$ cat config.mk
export PLATFORM = sky130hd
export DESIGN_NAME = sorted_deque_list_unit
export DESIGN_NICKNAME = d
export VERILOG_FILES = /design/src/rtl/core/sdl_pkg.sv /design/src/rtl/core/sdl_cell.sv /design/src/rtl/core/sorted_deque_list_unit.sv
export VERILOG_INCLUDE_DIRS = /design/src /design/src/rtl/core
export SDC_FILE = /design/constraint.sdc
export NUM_CORES = 2
export LEC_CHECK = 0
export BUFFER_PORTS_ARGS = -buffer_cell sky130_fd_sc_hd__clkbuf_2
export CAP_MARGIN = 40
export CORE_ASPECT_RATIO = 1.5
export CORE_MARGIN = 4
export CORE_UTILIZATION = 28
export CTS_BUF_LIST = sky130_fd_sc_hd__clkbuf_2
export CTS_CLUSTER_DIAMETER = 60
export DETAILED_ROUTE_END_ITERATION = 12
export PLACE_DENSITY = 0.51
export SYNTH_ARGS = -nofsm -noshare
export SYNTH_HDL_FRONTEND = slang
export SYNTH_SLANG_ARGS = --single-unit
$ cat constraint.sdc
create_clock -name i_clk -period 8.3 [get_ports i_clk]
set_input_delay 1.66 -clock i_clk [delete_from_list [all_inputs] [get_ports i_clk]]
set_output_delay 1.66 -clock i_clk [all_outputs]
set_load 0.05 [all_outputs]
$ cat src/rtl/core/sorted_deque_list_unit_macros.svh
// Assertion helpers for the sorted deque list unit.
`ifndef SORTED_DEQUE_LIST_UNIT_MACROS_SVH
`define SORTED_DEQUE_LIST_UNIT_MACROS_SVH

// Same-cycle implication, quiet during reset.
`define SDL_ASSERT_NOW(lbl, clk, rst_n, ante, cons) \
    lbl: assert property (@(posedge clk) disable iff (!(rst_n)) (ante) |-> (cons)) \
        else $error("sdl assertion failed");

// Next-cycle implication, quiet during reset.
`define SDL_ASSERT_NEXT(lbl, clk, rst_n, ante, cons) \
    lbl: assert property (@(posedge clk) disable iff (!(rst_n)) (ante) |=> (cons)) \
        else $error("sdl assertion failed");

`endif

$ cat src/rtl/core/sdl_pkg.sv
`default_nettype none

package sdl_pkg;

    localparam int SDL_CAPACITY = 16;

    typedef enum logic [2:0] {
        FN_PUSH_FRONT    = 3'd0,
        FN_PUSH_BACK     = 3'd1,
        FN_INSERT_SORTED = 3'd2,
        FN_POP_FRONT     = 3'd3,
        FN_POP_BACK      = 3'd4
    } t_func;

    typedef enum logic [1:0] {
        ST_OK    = 2'd0,
        ST_FULL  = 2'd1,
        ST_EMPTY = 2'd2
    } t_status;

    // What every cell does on a clock edge.
    typedef enum logic [2:0] {
        SH_HOLD,
        SH_FROM_LEFT,
        SH_AT_TAIL,
        SH_SORTED,
        SH_FROM_RIGHT
    } t_shift;

    typedef struct packed {
        t_shift             mode;
        logic signed [31:0] value;
    } t_cell_ctl;

endpackage

`default_nettype wire

$ cat src/rtl/core/sdl_cell.sv
`default_nettype none

module sdl_cell
    import sdl_pkg::*;
#(
    parameter int IDX   = 0,
    parameter int CNT_W = 5
) (
    input  wire logic               i_clk,
    input  wire t_cell_ctl          i_ctl,
    input  wire logic [CNT_W-1:0]   i_count,
    input  wire logic signed [31:0] i_left_val,
    input  wire logic signed [31:0] i_right_val,
    input  wire logic               i_found,
    output logic                    o_found,
    input  wire logic signed [31:0] i_tail,
    output logic signed [31:0]      o_tail,
    output logic signed [31:0]      o_val
);

    localparam logic [CNT_W-1:0] IDX_C = CNT_W'(IDX);
    localparam logic [CNT_W-1:0] IDX_N = CNT_W'(IDX + 1);

    logic signed [31:0] r_val;
    logic signed [31:0] n_val;
    logic               hit;

    // Any held entry greater than the new value, or the slot just past the tail.
    assign hit     = ((IDX_C < i_count) && (r_val > i_ctl.value)) || (IDX_C == i_count);
    assign o_found = i_found || hit;
    assign o_tail  = (IDX_N == i_count) ? r_val : i_tail;
    assign o_val   = r_val;

    always_comb begin
        n_val = r_val;
        case (i_ctl.mode)
            SH_FROM_LEFT:  n_val = i_left_val;
            SH_AT_TAIL:    n_val = (IDX_C == i_count) ? i_ctl.value : r_val;
            SH_SORTED: begin
                if (i_found) begin
                    n_val = i_left_val;
                end else if (hit) begin
                    n_val = i_ctl.value;
                end
            end
            SH_FROM_RIGHT: n_val = i_right_val;
            default:       n_val = r_val;
        endcase
    end

    always_ff @(posedge i_clk) begin
        r_val <= n_val;
    end

endmodule

`default_nettype wire

$ cat src/rtl/core/sorted_deque_list_unit.sv
// An input transfer's result is registered in the output register.
// Throughput: one transfer per cycle unless a held result stalls the input;
// every cell updates in parallel, and the cycle is set by the ripple of the
// insert-position and tail-select chains that run through all CAPACITY cells.
// Reset (synchronous, active low) clears the entry count and the output valid;
// the entry cells are not reset and are only read below the count.
`default_nettype none

`include "sorted_deque_list_unit_macros.svh"

module sorted_deque_list_unit
    import sdl_pkg::*;
#(
    parameter int CAPACITY = SDL_CAPACITY
) (
    input  wire logic               i_clk,
    input  wire logic               i_rst_n,
    // input channel
    input  wire logic               i_in_valid,
    output logic                    o_in_stall,
    input  wire logic [2:0]         i_func,
    input  wire logic signed [31:0] i_value,
    // result channel
    output logic                    o_out_valid,
    input  wire logic               i_out_stall,
    output logic signed [31:0]      o_removed_value,
    output logic [1:0]              o_status,
    output logic [4:0]              o_entry_count,
    output logic                    o_list_empty
);

    localparam int CNT_W = $clog2(CAPACITY + 1);
    localparam logic [CNT_W-1:0] CNT_FULL = CNT_W'(CAPACITY);

    // Entry count and the chain wires between neighboring cells.
    logic [CNT_W-1:0]   r_count;
    logic [CNT_W-1:0]   n_count;
    logic signed [31:0] cell_val [CAPACITY];
    logic               found    [CAPACITY+1];
    logic signed [31:0] tail     [CAPACITY+1];

    t_cell_ctl          cell_ctl;
    t_shift             mode;
    t_status            status;
    logic signed [31:0] removed;
    logic               in_xfer;
    logic               is_full;
    logic               is_empty;

    // Output register: the result waits here; the next item may enter as it drains.
    logic               r_out_valid;
    logic signed [31:0] r_removed;
    t_status            r_status;
    logic [CNT_W-1:0]   r_out_count;
    logic [31:0]        out_count_ext;

    // Accept whenever the output register is free or drains this cycle.
    assign o_in_stall = r_out_valid && i_out_stall;
    assign in_xfer    = i_in_valid && !o_in_stall;
    assign is_full    = (r_count == CNT_FULL);
    assign is_empty   = (r_count == '0);

    // Decode the operation into one shift mode shared by every cell.
    // A refused push or pop, and an unused code, leave the cells on hold.
    always_comb begin
        mode    = SH_HOLD;
        status  = ST_OK;
        removed = '0;
        n_count = r_count;
        case (i_func)
            FN_PUSH_FRONT, FN_PUSH_BACK, FN_INSERT_SORTED: begin
                if (is_full) begin
                    status = ST_FULL;
                end else begin
                    n_count = r_count + CNT_W'(1);
                    if (i_func == FN_PUSH_FRONT) begin
                        mode = SH_FROM_LEFT;
                    end else if (i_func == FN_PUSH_BACK) begin
                        mode = SH_AT_TAIL;
                    end else begin
                        mode = SH_SORTED;
                    end
                end
            end
            FN_POP_FRONT: begin
                if (is_empty) begin
                    status = ST_EMPTY;
                end else begin
                    mode    = SH_FROM_RIGHT;
                    removed = cell_val[0];
                    n_count = r_count - CNT_W'(1);
                end
            end
            FN_POP_BACK: begin
                if (is_empty) begin
                    status = ST_EMPTY;
                end else begin
                    // Drop the tail: the count shrinks, the cells hold.
                    removed = tail[0];
                    n_count = r_count - CNT_W'(1);
                end
            end
            default: begin
                mode = SH_HOLD;
            end
        endcase
        if (!in_xfer) begin
            mode    = SH_HOLD;
            n_count = r_count;
        end
    end

    assign cell_ctl.mode  = mode;
    assign cell_ctl.value = i_value;

    // Chain ends: nothing is found ahead of the front cell, and the tail
    // select starts empty behind the last cell.
    assign found[0]        = 1'b0;
    assign tail[CAPACITY]  = '0;

    for (genvar gi = 0; gi < CAPACITY; gi++) begin : g_cell
        logic signed [31:0] left_val;
        logic signed [31:0] right_val;

        // The front cell takes the new value on a push at the front.
        if (gi == 0) begin : g_front
            assign left_val = i_value;
        end else begin : g_mid_l
            assign left_val = cell_val[gi-1];
        end

        if (gi == CAPACITY - 1) begin : g_back
            assign right_val = '0;
        end else begin : g_mid_r
            assign right_val = cell_val[gi+1];
        end

        sdl_cell #(
            .IDX   (gi),
            .CNT_W (CNT_W)
        ) u_cell (
            .i_clk       (i_clk),
            .i_ctl       (cell_ctl),
            .i_count     (r_count),
            .i_left_val  (left_val),
            .i_right_val (right_val),
            .i_found     (found[gi]),
            .o_found     (found[gi+1]),
            .i_tail      (tail[gi+1]),
            .o_tail      (tail[gi]),
            .o_val       (cell_val[gi])
        );
    end

    always_ff @(posedge i_clk) begin
        if (!i_rst_n) begin
            r_count     <= '0;
            r_out_valid <= 1'b0;
        end else begin
            r_count <= n_count;
            if (in_xfer) begin
                r_out_valid <= 1'b1;
            end else if (!i_out_stall) begin
                r_out_valid <= 1'b0;
            end
        end
    end

    // Result payload: load on each input transfer, hold otherwise.
    always_ff @(posedge i_clk) begin
        if (in_xfer) begin
            r_removed   <= removed;
            r_status    <= status;
            r_out_count <= n_count;
        end
    end

    // Report the low five bits of the count.
    assign out_count_ext   = 32'(r_out_count);
    assign o_out_valid     = r_out_valid;
    assign o_removed_value = r_removed;
    assign o_status        = r_status;
    assign o_entry_count   = out_count_ext[4:0];
    assign o_list_empty    = (r_out_count == '0);

    `SDL_ASSERT_NOW(a_count_bound, i_clk, i_rst_n, 1'b1, r_count <= CNT_FULL)
    `SDL_ASSERT_NEXT(a_xfer_gives_result, i_clk, i_rst_n, in_xfer, r_out_valid)
    `SDL_ASSERT_NEXT(a_full_refused, i_clk, i_rst_n,
        in_xfer && is_full && (i_func == FN_PUSH_FRONT || i_func == FN_PUSH_BACK
        || i_func == FN_INSERT_SORTED), (r_status == ST_FULL) && $stable(r_count))
    `SDL_ASSERT_NEXT(a_pop_shrinks, i_clk, i_rst_n,
        in_xfer && !is_empty && (i_func == FN_POP_FRONT || i_func == FN_POP_BACK),
        r_count == $past(r_count) - CNT_W'(1))

endmodule

`default_nettype wire
Word level (Yosys, flattened, before mapping):

Cells that the tools add are included.
W data, S select, Z words.

* input bits: 39
* flip-flop bits (word level): 557
* output and inout bits: 42

* reductions and logical operators: 71
* mux-type cells: 97
* add/sub/neg operators: 2
* $lt $le $gt $ge: 32
* equal/unequal tests: 58

Operators with widths (count)
* $mux W32: 65
* $pmux W32 S4: 16
* $gt A32 B32 Y1: 16
* $pmux W32 S2: 1
* $reduce_and A3 Y1: 16
* $ne A3 B1 Y1 const B: 15
* $eq A4 B5 Y1 const A: 8
* $lt A4 B5 Y1 const A: 8
* $ne A2 B1 Y1 const B: 17
* $logic_or A1 B1 Y1: 30
* $eq A3 B5 Y1 const A: 4
* $lt A3 B5 Y1 const A: 4
* $logic_and A1 B1 Y1: 18
* $mux W5: 3
* $eq A3 B2 Y1 const B: 4
* $eq A2 B5 Y1 const A: 2
* $logic_not A5 Y1: 2
* $lt A1 B5 Y1 const A: 2
* $lt A2 B5 Y1 const A: 2
* $pmux W5 S2: 1
* $eq A3 B1 Y1 const B: 2
* $eq A3 B3 Y1 const B: 2
* $mux W2: 3
* $mux W3: 2
* other kinds (14): 17

Logic depth before layout (Yosys ltp):

* depth in word-level cells: 19
* mapped depth: 15

Modules after synthesis:

Synthesis repeated with hierarchy kept, for this count alone.

* cells, all modules: 5045
* area total of the unflattened synthesis: 46841.2 um^2

By module, submodules not included
* sdl_cell at g_cell[0].u_cell: times used 1, cells each 307, area an instance 2881.5 um^2
* sdl_cell at g_cell[13].u_cell: times used 1, cells each 305, area an instance 2813.9 um^2
* sdl_cell at g_cell[3].u_cell: times used 1, cells each 302, area an instance 2801.4 um^2
* sdl_cell at g_cell[11].u_cell: times used 1, cells each 299, area an instance 2790.2 um^2
* sdl_cell at g_cell[15].u_cell: times used 1, cells each 305, area an instance 2788.9 um^2
* sdl_cell at g_cell[6].u_cell: times used 1, cells each 302, area an instance 2787.7 um^2
* sdl_cell at g_cell[1].u_cell: times used 1, cells each 301, area an instance 2782.7 um^2
* sdl_cell at g_cell[10].u_cell: times used 1, cells each 302, area an instance 2780.2 um^2
* sdl_cell at g_cell[4].u_cell: times used 1, cells each 301, area an instance 2778.9 um^2
* sdl_cell at g_cell[5].u_cell: times used 1, cells each 301, area an instance 2777.7 um^2
* sdl_cell at g_cell[14].u_cell: times used 1, cells each 303, area an instance 2771.4 um^2
* sdl_cell at g_cell[9].u_cell: times used 1, cells each 303, area an instance 2768.9 um^2
* sdl_cell at g_cell[8].u_cell: times used 1, cells each 302, area an instance 2763.9 um^2
* sdl_cell at g_cell[12].u_cell: times used 1, cells each 302, area an instance 2762.6 um^2
* 3 more rows

Least setup slack after synthesis:

OpenSTA, ideal clock, no wires.

* path kind: in2reg
* from: input i_out_stall
* to: register g_cell[9].u_cell.r_val[0] (enable)
* path buffers: 1
* cell stages on the path: 6
* required time: 7.830 ns
* arrival time: 7.171 ns
* slack: 0.659 ns
* cell sequence: and2_1 nor2b_1 nor2b_1 o21ai_1 clkbuf_1 a211oi_1

* word-level cells in the longest chain between the ends: 7
* elaborated cells on any way between the ends: 12
* those cells by class: eq/ne (6); mux (1); reduce/logical (5)

RTL lines
* from (decl): line sorted_deque_list_unit.sv:25 `input wire logic i_out_stall,`
* $logic_and A1 B1 Y1 (*): line sorted_deque_list_unit.sv:58 `assign o_in_stall = r_out_valid && i_out_stall;`
* $logic_not A1 Y1 (*): line sorted_deque_list_unit.sv:59 `assign in_xfer = i_in_valid && !o_in_stall;`
* $logic_and A1 B1 Y1 (*): line sorted_deque_list_unit.sv:59
* net in_xfer: line sorted_deque_list_unit.sv:46 `logic in_xfer;`
* $mux W3 (*): line sorted_deque_list_unit.sv:107 `if (!in_xfer) begin`
* $eq A3 B2 Y1 (tied with other cells): line sdl_cell.sv:36 `case (i_ctl.mode)`
* $ne A3 B1 Y1 (no source line) (tied with other cells)
* $reduce_and A3 Y1 (no source line) (*)
* to (signal assigned): line sdl_cell.sv:52 `r_val <= n_val;`
* to (decl): line sdl_cell.sv:24 `logic signed [31:0] r_val;`

Mark *: on every way through the listed nets, which the timed path passes. The rest lies on a longest branch.
A chain may end at the register's enable or synchronous reset.

Worst setup path in the final report:

* from: input i_value[31]
* to: register g_cell[13].u_cell.r_val[18], data pin

* word-level cells in the longest chain between the ends: 17
* elaborated cells on any way between the ends: 53
* those cells by class: order compare (13); mux (2); reduce/logical (38)

RTL lines
* from (decl): line sorted_deque_list_unit.sv:22 `input wire logic signed [31:0] i_value,`
* $gt A32 B32 Y1: line sdl_cell.sv:29 `assign hit = ((IDX_C < i_count) && (r_val > i_ctl.value)) || (IDX_C == i_count);`
* $logic_and A1 B1 Y1: line sdl_cell.sv:29
* $logic_or A1 B1 Y1: line sdl_cell.sv:29
* $logic_or A1 B1 Y1 (11 in a row): line sdl_cell.sv:30 `assign o_found = i_found || hit;`
* $logic_or A1 B1 Y1 (*): line sdl_cell.sv:30
* $mux W32 (*): line sdl_cell.sv:40 `if (i_found) begin`
* $pmux W32 S4 (*): line sdl_cell.sv:36
* net g_cell[13].u_cell.n_val[18]: line sdl_cell.sv:25 `logic signed [31:0] n_val;`
* to (signal assigned): line sdl_cell.sv:52
* to (decl): line sdl_cell.sv:24

Marks and branches as above.

==> impl_metrics.yaml <==
synthesis:
  ys_seq_elements: 557
  synth_most_common_cell: "a21oi_1"
  seq_area_frac_synth: 0.356
  synth.net_count: 5801
  yosysWarnings: 0
  yosysTopAreaCell: "edfxtp_1"
  synth.top_cells.by_count: "844 x a21oi_1, 551 x edfxtp_1, 517 x ha_1, 514 x o21ai_0, 367 x clkbuf_1"
  syn_inst: 5245
  synthFlopType: "edfxtp_1"
  synth_area_per_cell_um2: 8.93
  synth_edf_count: 551
  synth_top_area_frac: 0.353
  synth_area_leaders: "edfxtp_1 35%, ha_1 14%, a21oi_1 9.0%"
  async_flop_share: 0
  synth_area_um2: 46800
  synth_cell_type_count: 81
critical_path:
  worstPathCellList: "clkbuf_2, inv_1, buf_4, ha_1, a21oi_1, o211ai_1, nor4_1, nor3b_1, nor3_1, nor4b_4, buf_4, nand2_4, or2_1, buf_4, o311a_1"
  slowest_delay_ps: 850
  cp-start-kind: "input pin"
  path_class: "input pin to flip-flop"
  critical_path.endpoint_type: "flip-flop"
  cp.arrival_ps: 7280
  required_ps: 9570
  cpMostUsedCell: "buf_4"
  crit_fanout: 36
  cp_slowest_cell: "nor4_1"
clock_network:
  cts_sinks: 557
  tritoncts: "built"
  cts_max_path_buffers: 3
  htree_levels: 4
  post_cts_buffers: 0
  clkLatencyLatePin_ps: 1590
  ctsHoldBuffers: 0
  cts-resized-gates: 0
  clk_pin_slew_ps: 100
  clock-root-buffer: "clkbuf_2"
  cts_buffers: 150
floorplan:
  std_cell_rows: 183
  ios: 81
  coreArea_um2: 166000
  fp.dieH_um: 509
  dieArea_um2: 174000
  start_util: 0.282
  die_x_um: 342
run:
  drv_cap: 0
global_routing:
  grtUsageMet3: 0.0400
  grt_antenna_before_repair: 8
  use_met2: 0.423
  grt_max_degree: 152
  busiest_layer: "met2"
  grt_pass1_wl_mm: 328
  grtUsageMet1: 0.288
  grt_use_total: 0.254
  first_global_vias: 46757
  grt_overflow_total: 0
sta:
  fmax_mhz: 166
  timing.final.max_slew_violations: 0
  rsz0062_at_grt: "no"
  worst_pin_slew_ps: 1130
  fin_crit_sh: 0.724
  clock_skew_ps: 96.5
  hold_viol_final: 0
  final-setup-viol-count: 0
  period_needed_ps: 6010
  tns_ps: 0
  relSlewSlack: 0.246
pwr:
  leakagePower_uw: 0.0196
  irDropWorstVdd_v: 0.000126
  powerDensity_nw_per_um2: 152
routing:
  drt-total-wl_mm: 231
  drtIter0Drc: 6172
  route.detailed.drc: 0
  routedWlPerCell_um: 30.5
  via_count: 48487
  postRouteAntennaNets: 0
  viasPerCell: 6.39
  first_pass_iters: 6
placed_design:
  port_buffers: 80
  dp.final_hpwl_mm: 160
  gp_congestion: 0.993
  placed_area_um2: 50400
cells_and_area:
  final_area_um2: 51700
  final.fill_count: 17391
  synthToLayoutAreaGrowth_pct: 10.5
  nets: 5804
  final_util: 0.312
  multiInputGateArea_um2: 28400
  seq_area_um2: 16700
  drive_above_1_share: 0.107
outcome:
  status: "complete, no violations"
min_path:
  hp-class: "input pin to flip-flop"
-- cells in the final DEF (no fill, tap or decap), drive strengths merged, types with 47 or more instances in the layout --
master   count
o21ai      516
ha         517
nor4        47
a21oi      844
clkbuf     288
inv        130
a2bb2oi    229
nand2      326
nor3        97
a211oi     136
nand4       98
a221oi      49
o22ai      121
buf        193
o22a        64
edfxtp     551
nor2       301
a31oi       72
nand3       76
a21o       178
-- sequential cells by signal, summed over array words and instances (netlist names) --
signal,flops
o_removed_value,32
o_out_valid,1
o_status,2
o_entry_count,5
g_cell.u_cell.o_val,512
r_count,5
-- cells by family (layout without fill, tap and decap cells) --
group	Yosys count	in the layout	share of synthesized area
DFF	557	557	0.356
and+or+nand+nor	1104	1104	0.114
adders and majority gates	517	517	0.138
xor gates and xnor gates	3	3	0.000561
AOI/OAI and AO/OA	2515	2515	0.345
other	0	6	0
muxes	4	4	0.000881
buffers and inverters	545	658	0.0458
-- where the power goes --
group	leakage [µW]	total (µW)	switching (µW)	internal (µW)
registers	0.00518	3530	214	3310
logic	0.0134	2140	1480	655
clock network	0.00103	2190	1420	773
total	0.0196	7860	3120	4740
-- final timing paths --
path                                                           from                                    end  slack, ps  cells past startpoint
worst max-delay path                                    i_value[31]  g_cell[13].u_cell.o_val[18]$_DFFE_PP_       2290                     15
worst min-delay path                                     i_in_valid               o_out_valid$_SDFFE_PN0P_        330                      2
worst max register to register                r_count[1]$_SDFF_PN0_  g_cell[14].u_cell.o_val[12]$_DFFE_PP_       2840                     12
worst min register to register  g_cell[1].u_cell.o_val[2]$_DFFE_PP_    g_cell[0].u_cell.o_val[2]$_DFFE_PP_        600                      2
-- metrics by stage --
step / setup WS, ps / hold slack [ps] / total power, µW / instances
after global placement: 879 / 609 / 5610 / 7291
after global routing: 2390 / 258 / 8170 / 7582
after floorplan: 659 / 544 / 4800 / 5245
after CTS: 2660 / 184 / 7840 / 7578
final: 2290 / 331 / 7860 / 7584
after detailed placement: 1030 / 582 / 5660 / 7316
-- layout make-up --
type	count	area share
antenna	6	0.000290
clock buffer	208	0.0201
clock inverter	54	0.00566
inverter	123	0.00892
multi-input combinational	4143	0.549
sequential	557	0.322
tap	2220	0.0537
timing repair buffer	273	0.0401
-- critical path, delay by kind of cell --
| family | cells | cell delay [ps] |
|---|---|---|
| simple gates | 6 | 2460 |
| buf+inv | 5 | 1630 |
| compound gates | 3 | 1060 |
| fa+ha+maj | 1 | 410 |
-- per-layer routing --
metal,wire length [µm],vias to the layer above,share of wire
met5,33,-,0.00014
met4,22600,6,0.098
met3,17700,957,0.077
met2,108000,3106,0.47
met1,82900,23534,0.36
li1,-,20884,-
No activity file was read; power rests on OpenSTA's default activity.
